--- src/rtl/h2hv_pkg.sv ---
// Package for the HTTP/2 header block validator.
// Holds operation codes, mask bits, field classes and name-match tables; no dependencies.
package h2hv_pkg;

  localparam int SlotsDefault = 16;
  localparam int MaxValueLenDefault = 8192;

  localparam logic [1:0] OP_NAME = 2'd0;
  localparam logic [1:0] OP_VALUE = 2'd1;
  localparam logic [1:0] OP_EOF = 2'd2;
  localparam logic [1:0] OP_EOB = 2'd3;

  localparam logic [2:0] CLS_NONE = 3'd0;
  localparam logic [2:0] CLS_REGULAR = 3'd1;
  localparam logic [2:0] CLS_METHOD = 3'd2;
  localparam logic [2:0] CLS_SCHEME = 3'd3;
  localparam logic [2:0] CLS_PATH = 3'd4;
  localparam logic [2:0] CLS_AUTHORITY = 3'd5;
  localparam logic [2:0] CLS_PROTOCOL = 3'd6;

  localparam int B_METHOD = 0;
  localparam int B_SCHEME = 1;
  localparam int B_PATH = 2;
  localparam int B_AUTH = 3;
  localparam int B_PROTO = 4;
  localparam int B_REGULAR = 5;
  localparam int B_BAD = 6;

  localparam int CandCount = 12;
  localparam int C_CONNECTION = 0;
  localparam int C_PROXY = 1;
  localparam int C_KEEPALIVE = 2;
  localparam int C_TRANSFER = 3;
  localparam int C_UPGRADE = 4;
  localparam int C_TE = 5;
  localparam int C_CLEN = 6;
  localparam int C_METHOD = 7;
  localparam int C_SCHEME = 8;
  localparam int C_PATH = 9;
  localparam int C_AUTHORITY = 10;
  localparam int C_PROTOCOL = 11;

  localparam logic [4:0] NameLenMax = 5'd31;

  typedef logic [6:0] mask_t;

  typedef struct packed {
    logic [4:0] name_length;
    logic [CandCount-1:0] cands;
    logic name_bad;
    logic colon;
    logic value_empty;
    logic value_is8;
    logic value_bad;
    logic last_blank;
    logic trailers;
    logic [13:0] path_len;
    logic question;
    logic [31:0] digits;
  } field_sum_t;

  localparam logic [255:0] TokenMap = {128'h0, 32'h57FFFFFF, 32'hC0000000,
                                       32'h03FF6CFA, 32'h0};

  function automatic logic [4:0] cand_len(input int c);
    case (c)
      0: cand_len = 5'd10;
      1: cand_len = 5'd16;
      2: cand_len = 5'd10;
      3: cand_len = 5'd17;
      4: cand_len = 5'd7;
      5: cand_len = 5'd2;
      6: cand_len = 5'd14;
      7: cand_len = 5'd7;
      8: cand_len = 5'd7;
      9: cand_len = 5'd5;
      10: cand_len = 5'd10;
      default: cand_len = 5'd9;
    endcase
  endfunction

  function automatic logic [7:0] cand_char(input int c, input logic [4:0] i);
    logic [8*17-1:0] s;
    s = '0;
    case (c)
      0: s = 136'("connection");
      1: s = 136'("proxy-connection");
      2: s = 136'("keep-alive");
      3: s = 136'("transfer-encoding");
      4: s = 136'("upgrade");
      5: s = 136'("te");
      6: s = 136'("content-length");
      7: s = 136'(":method");
      8: s = 136'(":scheme");
      9: s = 136'(":path");
      10: s = 136'(":authority");
      default: s = 136'(":protocol");
    endcase
    if (i < cand_len(c))
      cand_char = s[8*(int'(cand_len(c)) - 1 - int'(i)) +: 8];
    else
      cand_char = 8'h00;
  endfunction

  function automatic logic [7:0] trailers_char(input logic [2:0] i);
    logic [63:0] s;
    s = "trailers";
    trailers_char = s[8*(7 - int'(i)) +: 8];
  endfunction

endpackage

--- src/rtl/http2_header_block_validator_top.sv ---
// Top level of the HTTP/2 request header block validator.
// Depends on h2hv_pkg and h2hv_field_scan; holds the per-slot mask memory.
//
//   channel  dir  tdata                                   tuser
//   s_axis   in   [7:0] data_byte                         [1:0] op, [5:2] slot
//   m_axis   out  see port comment                        [0] result_kind
//
// One transaction per cycle while s_axis_tready is high. An end marker reads its slot mask
// into a register when it is accepted and writes the mask back with its result when it leaves
// that register stage; a same-slot marker that follows is forwarded.
// Reset clears the mask memory through one valid bit per entry.
// The output register holds a result while m_axis_tready is low; input stalls only while
// a second result waits behind it.
module http2_header_block_validator_top import h2hv_pkg::*; #(
  parameter int SLOTS = SlotsDefault,
  parameter int MAX_VALUE_LEN = MaxValueLenDefault
) (
  input  logic clk,
  input  logic rst,
  input  logic s_axis_tvalid,
  output logic s_axis_tready,
  input  logic [7:0] s_axis_tdata,   // [7:0] data_byte
  input  logic [5:0] s_axis_tuser,   // [1:0] op, [5:2] slot
  output logic m_axis_tvalid,
  input  logic m_axis_tready,
  // [3:0] slot_out, [6:4] field_class, [7] block_condemned, [21:8] path_length,
  // [22] query_present, [54:23] body_len, [55] body_len_valid,
  // [56] accepted, [57] missing_required, [63:58] zero
  output logic [63:0] m_axis_tdata,
  output logic [0:0] m_axis_tuser    // [0] result_kind
);

  localparam int SW = (SLOTS > 1) ? $clog2(SLOTS) : 1;

  logic [1:0] op;
  logic [3:0] slot_in;
  logic [3:0] slot_fold;
  logic [3:0] fold_lut [16];
  logic [SW-1:0] sidx;
  logic take;
  field_sum_t summary;

  assign op = s_axis_tuser[1:0];
  assign slot_in = s_axis_tuser[5:2];

  for (genvar g = 0; g < 16; g++) begin : g_fold
    assign fold_lut[g] = 4'(g % SLOTS);
  end

  assign slot_fold = fold_lut[slot_in];
  assign sidx = SW'(slot_fold);

  mask_t mem [SLOTS];
  logic [SLOTS-1:0] mem_valid;
  mask_t rd_data;

  logic p_valid, p_eob;
  logic [SW-1:0] p_idx;
  logic [3:0] p_slot;
  field_sum_t p_sum;

  logic out_free;
  logic p_adv;
  assign out_free = !m_axis_tvalid || m_axis_tready;
  assign p_adv = p_valid && out_free;
  assign s_axis_tready = !(p_valid && !out_free);
  assign take = s_axis_tvalid && s_axis_tready;

  h2hv_field_scan #(.MAX_VALUE_LEN(MAX_VALUE_LEN)) u_scan (
    .clk(clk), .rst(rst), .take(take), .op(op), .data_byte(s_axis_tdata),
    .summary(summary)
  );

  mask_t m_cur, m_new;
  logic [2:0] cls;
  logic [13:0] plen;
  logic qp, clv;
  logic [31:0] clen;

  function automatic logic isn(field_sum_t s, int c);
    isn = s.cands[c] && s.name_length == cand_len(c);
  endfunction

  always_comb begin
    logic [4:0] bit_sel;
    m_cur = rd_data;
    m_new = m_cur;
    cls = CLS_NONE;
    plen = '0;
    qp = 1'b0;
    clv = 1'b0;
    clen = '0;
    bit_sel = '0;
    if (p_eob) begin
      m_new = '0;
    end else if (!m_cur[B_BAD]) begin
      if (p_sum.name_length == '0 || p_sum.name_bad || p_sum.value_bad || p_sum.last_blank) begin
        m_new[B_BAD] = 1'b1;
      end else if (p_sum.colon) begin
        if (isn(p_sum, C_METHOD)) bit_sel[B_METHOD] = 1'b1;
        else if (isn(p_sum, C_SCHEME)) bit_sel[B_SCHEME] = 1'b1;
        else if (isn(p_sum, C_PATH)) bit_sel[B_PATH] = 1'b1;
        else if (isn(p_sum, C_AUTHORITY)) bit_sel[B_AUTH] = 1'b1;
        else if (isn(p_sum, C_PROTOCOL)) bit_sel[B_PROTO] = 1'b1;
        if (bit_sel == '0 || (m_cur[4:0] & bit_sel) != '0 || m_cur[B_REGULAR]) begin
          m_new[B_BAD] = 1'b1;
        end else begin
          m_new[4:0] = m_cur[4:0] | bit_sel;
          if (bit_sel[B_PATH] && p_sum.value_empty) begin
            m_new[B_BAD] = 1'b1;
          end else begin
            if (bit_sel[B_METHOD]) cls = CLS_METHOD;
            else if (bit_sel[B_SCHEME]) cls = CLS_SCHEME;
            else if (bit_sel[B_PATH]) cls = CLS_PATH;
            else if (bit_sel[B_AUTH]) cls = CLS_AUTHORITY;
            else cls = CLS_PROTOCOL;
            if (bit_sel[B_PATH]) begin
              plen = p_sum.path_len;
              qp = p_sum.question;
            end
          end
        end
      end else begin
        m_new[B_REGULAR] = 1'b1;
        if (isn(p_sum, C_CONNECTION) || isn(p_sum, C_PROXY) || isn(p_sum, C_KEEPALIVE) ||
            isn(p_sum, C_TRANSFER) || isn(p_sum, C_UPGRADE)) begin
          m_new[B_BAD] = 1'b1;
        end else if (isn(p_sum, C_TE) && !(p_sum.value_is8 && p_sum.trailers)) begin
          m_new[B_BAD] = 1'b1;
        end else begin
          cls = CLS_REGULAR;
          if (isn(p_sum, C_CLEN)) begin
            clen = p_sum.digits;
            clv = 1'b1;
          end
        end
      end
    end
  end

  // forwarding register for back-to-back markers on the same slot
  logic w_valid;
  logic [SW-1:0] w_idx;
  mask_t w_data;

  always_ff @(posedge clk) begin
    if (rst) begin
      mem_valid <= '0;
      p_valid <= 1'b0;
      m_axis_tvalid <= 1'b0;
      w_valid <= 1'b0;
    end else begin
      w_valid <= p_adv;
      if (p_adv) begin
        mem[p_idx] <= m_new;
        mem_valid[p_idx] <= 1'b1;
        w_idx <= p_idx;
        w_data <= m_new;
        m_axis_tvalid <= 1'b1;
        m_axis_tuser[0] <= p_eob;
        m_axis_tdata <= {6'd0,
                         p_eob && (m_cur[2:0] != 3'b111),
                         p_eob && (m_cur[2:0] == 3'b111) && !m_cur[B_BAD],
                         clv, clen, qp, plen,
                         p_eob ? m_cur[B_BAD] : m_new[B_BAD],
                         cls, p_slot};
      end else if (m_axis_tready) begin
        m_axis_tvalid <= 1'b0;
      end
      if (take) begin
        p_valid <= op == OP_EOF || op == OP_EOB;
        p_eob <= op == OP_EOB;
        p_idx <= sidx;
        p_slot <= slot_fold;
        p_sum <= summary;
        if (p_adv && p_idx == sidx)
          rd_data <= m_new;
        else if (w_valid && w_idx == sidx)
          rd_data <= w_data;
        else
          rd_data <= mem_valid[sidx] ? mem[sidx] : '0;
      end else if (p_adv) begin
        p_valid <= 1'b0;
      end
    end
  end

  // the read register above is also updated for same-slot writes landing now
  // (reads are issued only with a new transaction, so a stale read needs the
  // in-flight write forwarded; p_valid writes are covered by the first arm)

endmodule

--- src/rtl/h2hv_field_scan.sv ---
// Per-byte field scanner: name matching, value checks, path split and content-length digits.
// Depends on h2hv_pkg; emits a field summary on end of field or end of block.
module h2hv_field_scan import h2hv_pkg::*; #(
  parameter int MAX_VALUE_LEN = MaxValueLenDefault
) (
  input  logic clk,
  input  logic rst,
  input  logic take,
  input  logic [1:0] op,
  input  logic [7:0] data_byte,
  output field_sum_t summary
);

  localparam int VW = $clog2(MAX_VALUE_LEN + 1);

  logic [4:0] name_length;
  logic [CandCount-1:0] cands;
  logic name_bad, colon, value_bad, last_blank, trailers, question, stopped;
  logic [VW-1:0] value_length, qpos;
  logic [31:0] digits;

  logic [35:0] prod;
  logic [VW-1:0] plen;
  logic is_colon, tok, blank;
  logic [CandCount-1:0] cand_hit;

  always_comb begin
    is_colon = data_byte == 8'h3A;
    tok = TokenMap[data_byte];
    blank = data_byte == 8'h20 || data_byte == 8'h09;
    for (int c = 0; c < CandCount; c++)
      cand_hit[c] = name_length < cand_len(c) && cand_char(c, name_length) == data_byte;
    prod = {4'd0, digits} * 36'd10 + {32'd0, data_byte[3:0]};
    plen = question ? qpos : value_length;
  end

  always_comb begin
    summary.name_length = name_length;
    summary.cands = cands;
    summary.name_bad = name_bad;
    summary.colon = colon;
    summary.value_empty = value_length == '0;
    summary.value_is8 = value_length == VW'(8);
    summary.value_bad = value_bad;
    summary.last_blank = last_blank;
    summary.trailers = trailers;
    summary.path_len = (32'(plen) > 32'h3FFF) ? 14'h3FFF : 14'(plen);
    summary.question = question;
    summary.digits = digits;
  end

  always_ff @(posedge clk) begin
    if (rst || (take && (op == OP_EOF || op == OP_EOB))) begin
      name_length <= '0;
      cands <= '1;
      name_bad <= 1'b0;
      colon <= 1'b0;
      value_length <= '0;
      value_bad <= 1'b0;
      last_blank <= 1'b0;
      trailers <= 1'b1;
      qpos <= '0;
      question <= 1'b0;
      digits <= '0;
      stopped <= 1'b0;
    end else if (take && op == OP_NAME) begin
      if (is_colon ? (name_length != '0) : !tok)
        name_bad <= 1'b1;
      if (name_length == '0)
        colon <= is_colon;
      cands <= cands & cand_hit;
      if (name_length < NameLenMax)
        name_length <= name_length + 5'd1;
    end else if (take && op == OP_VALUE) begin
      if (data_byte == 8'h00 || data_byte == 8'h0A || data_byte == 8'h0D ||
          (value_length == '0 && blank))
        value_bad <= 1'b1;
      last_blank <= blank;
      if (value_length >= VW'(8) || trailers_char(value_length[2:0]) != data_byte)
        trailers <= 1'b0;
      if (!question && data_byte == 8'h3F) begin
        question <= 1'b1;
        qpos <= value_length;
      end
      if (!stopped) begin
        if (data_byte >= 8'h30 && data_byte <= 8'h39)
          digits <= (prod[35:32] != 4'd0) ? 32'hFFFFFFFF : prod[31:0];
        else
          stopped <= 1'b1;
      end
      if (32'(value_length) < MAX_VALUE_LEN)
        value_length <= value_length + VW'(1);
    end
  end

endmodule
--- config.mk ---
export PLATFORM = sky130hd
export DESIGN_NAME = http2_header_block_validator_top
export DESIGN_NICKNAME = d
export VERILOG_FILES = /design/src/rtl/h2hv_pkg.sv /design/src/rtl/http2_header_block_validator_top.sv /design/src/rtl/h2hv_field_scan.sv
export SDC_FILE = /design/constraint.sdc
export NUM_CORES = 1
export LEC_CHECK = 0
export ABC_AREA = 1
export BUFFER_PORTS_ARGS = -buffer_cell sky130_fd_sc_hd__buf_2
export CORE_UTILIZATION = 60
export CTS_BUF_LIST = sky130_fd_sc_hd__clkbuf_8
export DETAILED_ROUTE_END_ITERATION = 10
export PLACE_DENSITY = 0.77
export SLEW_MARGIN = 10
export SYNTH_ARGS = -nofsm -noshare
export SYNTH_HDL_FRONTEND = slang
export SYNTH_SLANG_ARGS = --single-unit
--- constraint.sdc ---
create_clock -name clk -period 15.6 [get_ports clk]
set_input_delay 0.78 -clock clk [delete_from_list [all_inputs] [get_ports clk]]
set_output_delay 0.78 -clock clk [all_outputs]
set_load 0.01 [all_outputs]
==> parameters.txt, run 1 <==
Parameter                              Value

Clock tree
  Number of buffers inserted by post-CTS setup repair    0
  Clock latency of the later-clocked register in the worst-skew pair    0.59 ns
  Max clock buf depth    3
  Worst-path clk slew    0.07 ns
  Number of buffers inserted for hold repair after clock tree synthesis    0
  Clock buffer count from CTS    51
  Post-CTS Resized    0
  Sink Count    364
  H-tree levels    2
  Root Buffer    clkbuf_8
  Clock tree from TritonCTS    done

Yosys
  Count of yosys warnings during synthesis    0
  Count of distinct cell types in the synthesized netlist    61
  Post-synthesis sequential area ratio    47.1%
  Mapped cell area    0.0210 mm²
  Register bit total from synthesis    364
  EDFF count, synth    261
  Gate count after technology mapping    2644
  Dominant synthesized flop cell    edfxtp_1
  Biggest area contributors in the synthesized netlist    edfxtp_1, nand2_1, dfxtp_1, nor2_1, o21ai_0
  Post-synthesis average cell area    7.95 µm²
  Area share of the leading cell type in the synthesized netlist    37.3%
  Post-synth ARST share    0%
  Cell accounting for the most synthesized area    edfxtp_1

Finish
  Area Growth Syn to Fin    7.99%
  Diodes inserted    0
  Nets@finish    2807
  Post-layout util    65.7%
  Post-route cell area    0.0227 mm²
  Proportion of layout cells with a drive suffix above 1    10.0%

Setup path
  Kind of end point of the critical path    flop
  Destination of the worst register-to-register timing path    u_scan.cands[6]$_SDFFE_PP1P_
  Worst Path Class, Setup    flop to flop
  Type of origin of the critical path    flop
  Startpoint of the most critical register-to-register path    u_scan.name_length[1]$_SDFFE_PP0P_
  Worst R2R Setup Slack    11.66 ns
  CP Data Required Time    16.12 ns
  Data arrival time of the worst path    4.46 ns
  Largest fanout of any net on the critical path    15
  R2r worst-path depth    12

STA
  Setup repair after global routing missed its margin    no
  Number of hold-slack violations in the final timing report    0
  Slew of the pin with the lowest slew margin    1.09 ns
  Tcrit/Tclk final    25.2%
  Largest clock skew in the final design    0.0252 ns
  Setup tns final    0 ns
  Final setup violation count    0
  Relative max-transition margin    27.1%
  Total count of max-transition violations in the final report    0
  Maximum operating frequency    254 MHz
  Crit path time final    3.94 ns

Global route
  Global-route total usage across every layer    30.7%
  Global routing usage on met1    42.3%
  Pin count of the biggest net entering global routing    78
  Antenna violations before repair    0
  Via count of the first global-routing pass    16.9k
  Wire length of the first global-routing pass    87100 µm
  GRT met2 Usage    50.8%
  Met3 track demand over resource in global routing    3.95%
  Congestion Overflow GR    0
  Layer with the highest usage after global routing    met2

Placed design
  Quantity of I/O buffers inserted on ports    78
  HPWL after detailed placement    39600 µm
  Placement Cell Area    0.0217 mm²
  Last weighted congestion value of the routability-driven placer    0.945

Hold path
  Hold depth    0
  Min-Delay Startpoint    u_scan.last_blank$_SDFFE_PP0P_
  Destination of the worst hold path    p_sum[48]$_DFFE_PP_
  Worst min path class    flop to flop

Routing
  Initial DRT Pass Iterations    6
  Detail-routed via count per cell    5.68
  Number of design-rule violations left by the first detailed-router iteration    1636
  Post-route ant nets    0
  Per-cell routed wire length    17.0 µm
  Post-route DRC    0
  Vias    18.2k
  Routed wire length    54600 µm

Pwr
  Worst IR Drop VDD    0.0582 mV
  Cell Pwr Density    84.5 mW/mm²
  Leak pwr    9.74 nW

Die
  Core Footprint    0.0345 mm²
  Cell row count    68
  DIE WIDTH    189 µm
  Number of top-level pins    85
  Initial cell density of the core    60.9%
  Die outline area    0.0358 mm²
  Height of the chip    189 µm

Status
  Run status    finished clean

Run
  Maximum capacitance violations    0
[layout make-up]
class	count	area, µm²
Clock buffer	58	798
Fill cell	2915	11800
Sequential cell	364	9900
Tap cell	455	569
Clock inverter	37	161
Inverter	356	1340
Timing Repair Buffer	89	473
Multi-Input combinational cell	1844	9470
[cells by family after synthesis]
family / share of synthesized area, %
buf+inv: 8.15
xor+xnor: 1.96
simple gates: 24.6
flops: 47.1
mux: 0.0476
fa+ha+maj: 5.01
other cells: 0.0178
compound gates: 13.1
[placed cells by master, fill, tap and decap left out, types with 14 or more instances in the layout]
cell	instances
clkbuf_8	58
inv_1	330
ha_1	81
inv_2	31
clkinv_1	21
a31oi_1	14
a21oi_2	35
nand3_1	145
buf_2	78
o22ai_1	31
dfxtp_1	103
o21ai_0	239
nor3_1	38
xor2_1	43
a21oi_1	105
nor2_1	355
edfxtp_1	261
nand2_1	588
nor2_2	17
nand4_1	34
[per-layer routing]
layer	vias to the layer above	share of wire (%)
met5	-	0
met4	0	2.1
met3	105	7.3
met2	681	47
met1	8447	44
li1	8957	-
[registers in the layout, summed over array words and instances (netlist names), 3 cells and up]
signal,cells
mem,112
p_sum,71
m_axis_tdata,55
u_scan.digits,32
mem_valid,16
u_scan.qpos,14
u_scan.value_length,14
u_scan.cands,12
m_cur,7
w_data,7
u_scan.name_length,5
p_slot,4
w_idx,3
[synthesized netlist by cell type, types with 8 or more instances]
cell type	number
xor2_1	43
a31oi_1	14
o211ai_1	9
o21ai_0	239
a21oi_2	31
clkbuf_1	70
o22ai_1	31
edfxtp_1	261
nor3_1	39
nor2_1	358
nand3_1	145
nand4_1	34
nor2_2	16
inv_1	315
dfxtp_1	103
inv_2	31
a21oi_1	109
clkinv_1	10
nand2_2	11
a211oi_1	8
ha_1	81
o221ai_1	13
nand2_1	588
[per-stage QoR]
stage,hold WS [ns],cells,power [mW],setup slack [ns]
CTS,0.433,3203,1.92,11.69
floorplan,0.402,2649,1.20,9.99
finish,0.437,3203,1.92,11.66
detailed placement,0.415,3108,1.24,11.34
global placement,0.414,3108,1.24,11.41
global route,0.453,3203,1.98,11.26
[worst max-delay path by stage]
stage          depth (start not counted)                          startpoint                            end
2_1_floorplan                          6                       m_axis_tready            mem[0][0]$_DFFE_PP_
3_3_place_gp                          17                     s_axis_tdata[2]  u_scan.digits[0]$_SDFFE_PP0P_
3_5_place_dp                          17                     s_axis_tdata[2]  u_scan.digits[1]$_SDFFE_PP0P_
4_1_cts                               20       u_scan.digits[1]$_SDFFE_PP0P_  u_scan.digits[1]$_SDFFE_PP0P_
5_1_grt                               22       u_scan.digits[1]$_SDFFE_PP0P_  u_scan.digits[1]$_SDFFE_PP0P_
6_report                              12  u_scan.name_length[1]$_SDFFE_PP0P_   u_scan.cands[6]$_SDFFE_PP1P_
[worst max-delay path: stages, from the launching register on]
cell	delay (ns)
dfxtp_1	0.63
clkinv_1	0.48
ha_1	0.70
inv_1	0.34
nor2_1	0.27
inv_1	0.06
a21oi_1	0.15
nor2_1	0.07
nand3_1	0.07
o2111ai_1	0.12
nor4_1	0.77
o21ai_1	0.11
nand2_1	0.08
[report_power, final]
part           switching (mW)  leakage (nW)  internal [mW]
Sequential            0.00785          3.21           1.05
Clock                   0.350         0.554          0.342
Combinational           0.122          5.98         0.0486
Total                   0.480          9.74           1.44
Power figures use the tool's default switching activity.
==> run 2, diff against run 1 <==
--- a/config.mk
+++ b/config.mk
@@ -5,7 +5,7 @@
 export SDC_FILE = /design/constraint.sdc
 export NUM_CORES = 1
 export LEC_CHECK = 0
-export ABC_AREA = 1
+export ABC_AREA = 0
 export BUFFER_PORTS_ARGS = -buffer_cell sky130_fd_sc_hd__buf_2
 export CORE_UTILIZATION = 60
 export CTS_BUF_LIST = sky130_fd_sc_hd__clkbuf_8
==> constraint.sdc (replaced) <==
create_clock -name clk -period 3.7 [get_ports clk]
set_input_delay 0.185 -clock clk [delete_from_list [all_inputs] [get_ports clk]]
set_output_delay 0.185 -clock clk [all_outputs]
set_load 0.01 [all_outputs]
==> run 2 against run 1 <==
Against the previous run:
- the run now ends with negative setup slack left
- total power rose to 4.4 times the previous value
- critical path depth rose by 3
- via count fell by 14%
==> parameters.txt, run 2 <==
Parameter                              Value

Yosys
  Dominant combinational cell family by area after synthesis    compound AO/OA/AOI/OAI gates
  Cell accounting for the most synthesized area    edfxtp_1
  Biggest area contributors in the synthesized netlist    edfxtp_1, dfxtp_1, ha_1, mux4_2, o21ai_0
  Register bit total from synthesis    364
  Post-synthesis sequential area ratio    49.2%
  Count of yosys warnings during synthesis    0
  Simple-gate area share of the yosys netlist    15.0%
  Count leader, synth    edfxtp_1
  Leading cell types by count after synthesis    edfxtp_1, nor2_1, nand2_1
  Mapped cell area    0.0201 mm²
  Gate count after technology mapping    1869
  EDFF count, synth    261
  Area share of the leading cell type in the synthesized netlist    38.9%
  Share of the synthesized netlist area taken by xor and xnor gates    5.08%
  Adder-Cell Fraction of Synth Area    5.23%
  Post-synth ARST share    0%
  Share of the synthesized area in compound gates (AO/OA/AOI/OAI)    15.8%
  Count of distinct cell types in the synthesized netlist    93
  Mux share of post-synthesis cell area    6.01%
  Post-synthesis average cell area    10.8 µm²
  Dominant synthesized flop cell    edfxtp_1

Clock tree
  Root Buffer    clkbuf_8
  Worst-path clk slew    0.07 ns
  Clock latency of the later-clocked register in the worst-skew pair    0.64 ns
  Max clock buf depth    3
  Sink Count    364
  H-tree levels    2
  Clock buffer count from CTS    58
  Clock tree from TritonCTS    done

Setup path
  Type of origin of the critical path    flop
  Worst Path Class, Setup    flop to flop
  Kind of end point of the critical path    flop
  CP Data Required Time    4.26 ns
  Largest fanout of any net on the critical path    17
  Data arrival time of the worst path    4.28 ns

Finish
  Nets@finish    2109
  Area Growth Syn to Fin    15.3%
  Register with the highest flop count    mem
  Proportion of layout cells with a drive suffix above 1    21.9%
  Flip-flop count of the largest register, all copies and words added    112
  Largest registers in the final layout    mem (112), p_sum (71), m_axis_tdata (55)
  Post-layout util    70.8%
  Leading cell type in the layout, fill and taps excluded    edfxtp_1
  Leading cell types in the layout, fill and taps excluded    edfxtp_1, nor2_1, nand2_1

Placed design
  Worst setup timing slack at the placement stage    -0.0845 ns
  HPWL after detailed placement    34900 µm
  Quantity of I/O buffers inserted on ports    78
  Last weighted congestion value of the routability-driven placer    0.967

Die
  Die outline area    0.0343 mm²
  Initial cell density of the core    61.4%
  Number of top-level pins    85
  Height of the chip    185 µm
  DIE WIDTH    185 µm
  Core Footprint    0.0328 mm²
  Cell row count    66

Routing
  Detail-routed via count per cell    6.26
  Number of design-rule violations left by the first detailed-router iteration    1736
  Initial DRT Pass Iterations    6
  Post-route ant nets    0
  Vias    15.7k
  Routed wire length    51700 µm
  Post-route DRC    0
  Per-cell routed wire length    20.7 µm

STA
  Tcrit/Tclk final    100%
  Final setup violation count    8
  Slew of the pin with the lowest slew margin    1.22 ns
  Crit path time final    3.71 ns
  Largest clock skew in the final design    0.0268 ns
  Minimum setup slack in the final design    -0.0106 ns
  Maximum operating frequency    270 MHz
  Setup tns final    -0.0362 ns
  Number of hold-slack violations in the final timing report    0
  Setup repair after global routing missed its margin    yes
  Relative max-transition margin    17.8%
  Total count of max-transition violations in the final report    0

Global route
  Congestion Overflow GR    0
  Via count of the first global-routing pass    14.7k
  Wire length of the first global-routing pass    80000 µm
  Pin count of the biggest net entering global routing    53
  Global-route total usage across every layer    30.2%
  Antenna violations before repair    0

Hold path
  Worst min path class    primary input to flop

Pwr
  Total Power    8.45 mW
  Leak pwr    8.71 nW
  Cell Pwr Density    364 mW/mm²
  Worst IR Drop VDD    0.261 mV

Status
  Run status    finished with violations
  Violations in the final reports    negative setup slack

Run
  Maximum capacitance violations    0
run 2: changes by cell type in the layout (fill, tap and decap cells not counted), sizes merged, moves of 30 or more:
cell / change
nor2: -226
o21ai: -114
a21oi: -30
inv: -289
and2: +52
a31oi: +40
mux4: +40
buf: +105
nand3: -93
nand2: -472
xnor2: +63
run 2: where the power goes:
group | total [mW] | switching [mW] | internal, mW | leakage, nW
registers | 4.43 | 0.0267 | 4.40 | 3.27
clock network | 3.48 | 1.66 | 1.82 | 0.678
logic | 0.545 | 0.346 | 0.199 | 4.76
run 2: cell type report:
class                   instances  area, µm²
inverters                      60        225
repair buffers                203       1420
clock inverters                47        330
multi-input cells            1321       9900
fillers                      2307       9570
clock buffers                  63        867
diodes                          2       5.00
well taps                     442        553
flip-flops and latches        364       9920
run 2: per-layer routing:
metal | up-vias | routed length [µm] | global-route usage, %
met5 | - | 0 | 0
li1 | 7276 | - | -
met4 | 0 | 1640 | 10.6
met3 | 137 | 4150 | 5.27
met2 | 751 | 23800 | 47.4
met1 | 7499 | 22100 | 42.3
run 2: logic make-up after synthesis:
logic type,Yosys count
mux,69
simple gates,596
flops,364
other cells,1
compound gates,451
fa+ha+maj,83
xor+xnor,116
buf+inv,189
run 2: critical path: stages (launching register included):
cell	delay [ns]
dfxtp_4	0.36
ha_4	0.27
ha_4	0.12
inv_2	0.04
fa_2	0.36
nor2b_2	0.18
o31a_4	0.22
o31ai_4	0.09
xor2_2	0.16
or3b_4	0.45
nor3_4	0.22
and4b_1	0.25
nand4_1	0.12
mux2_4	0.39
buf_12	0.19
a31oi_1	0.17
run 2: final timing paths:
kind	startpoint	cells after the start	endpoint	slack (ns)
min reg2reg	u_scan.trailers$_SDFFE_PP1P_	0	p_sum[47]$_DFFE_PP_	0.43
max	u_scan.digits[3]$_SDFFE_PP0P_	15	u_scan.digits[1]$_SDFFE_PP0P_	-0.01
max reg2reg	u_scan.digits[3]$_SDFFE_PP0P_	15	u_scan.digits[1]$_SDFFE_PP0P_	-0.01
min	rst	2	w_valid$_SDFF_PP0_	0.04
run 2: per-stage QoR:
step	std cells	hold slack (ns)	area, µm²
after floorplan	1874	0.284	20200
after global placement	2376	0.409	21500
after detailed placement	2376	0.414	21500
after CTS	2496	0.00205	22800
after global routing	2500	0.0224	23200
final	2502	0.0430	23200
run 2: repair_timing:
| action | 4_1_cts | 5_1_grt |
|---|---|---|
| hold buffers | 8 | 0 |
| gates cloned | 0 | 1 |
| pin swaps | 9 | 28 |
| endpoints found under the hold margin | 9 | 0 |
| buffers inserted | 2 | 3 |
| resized for setup | 8 | 70 |
| setup endpoints to repair | 32 | 34 |
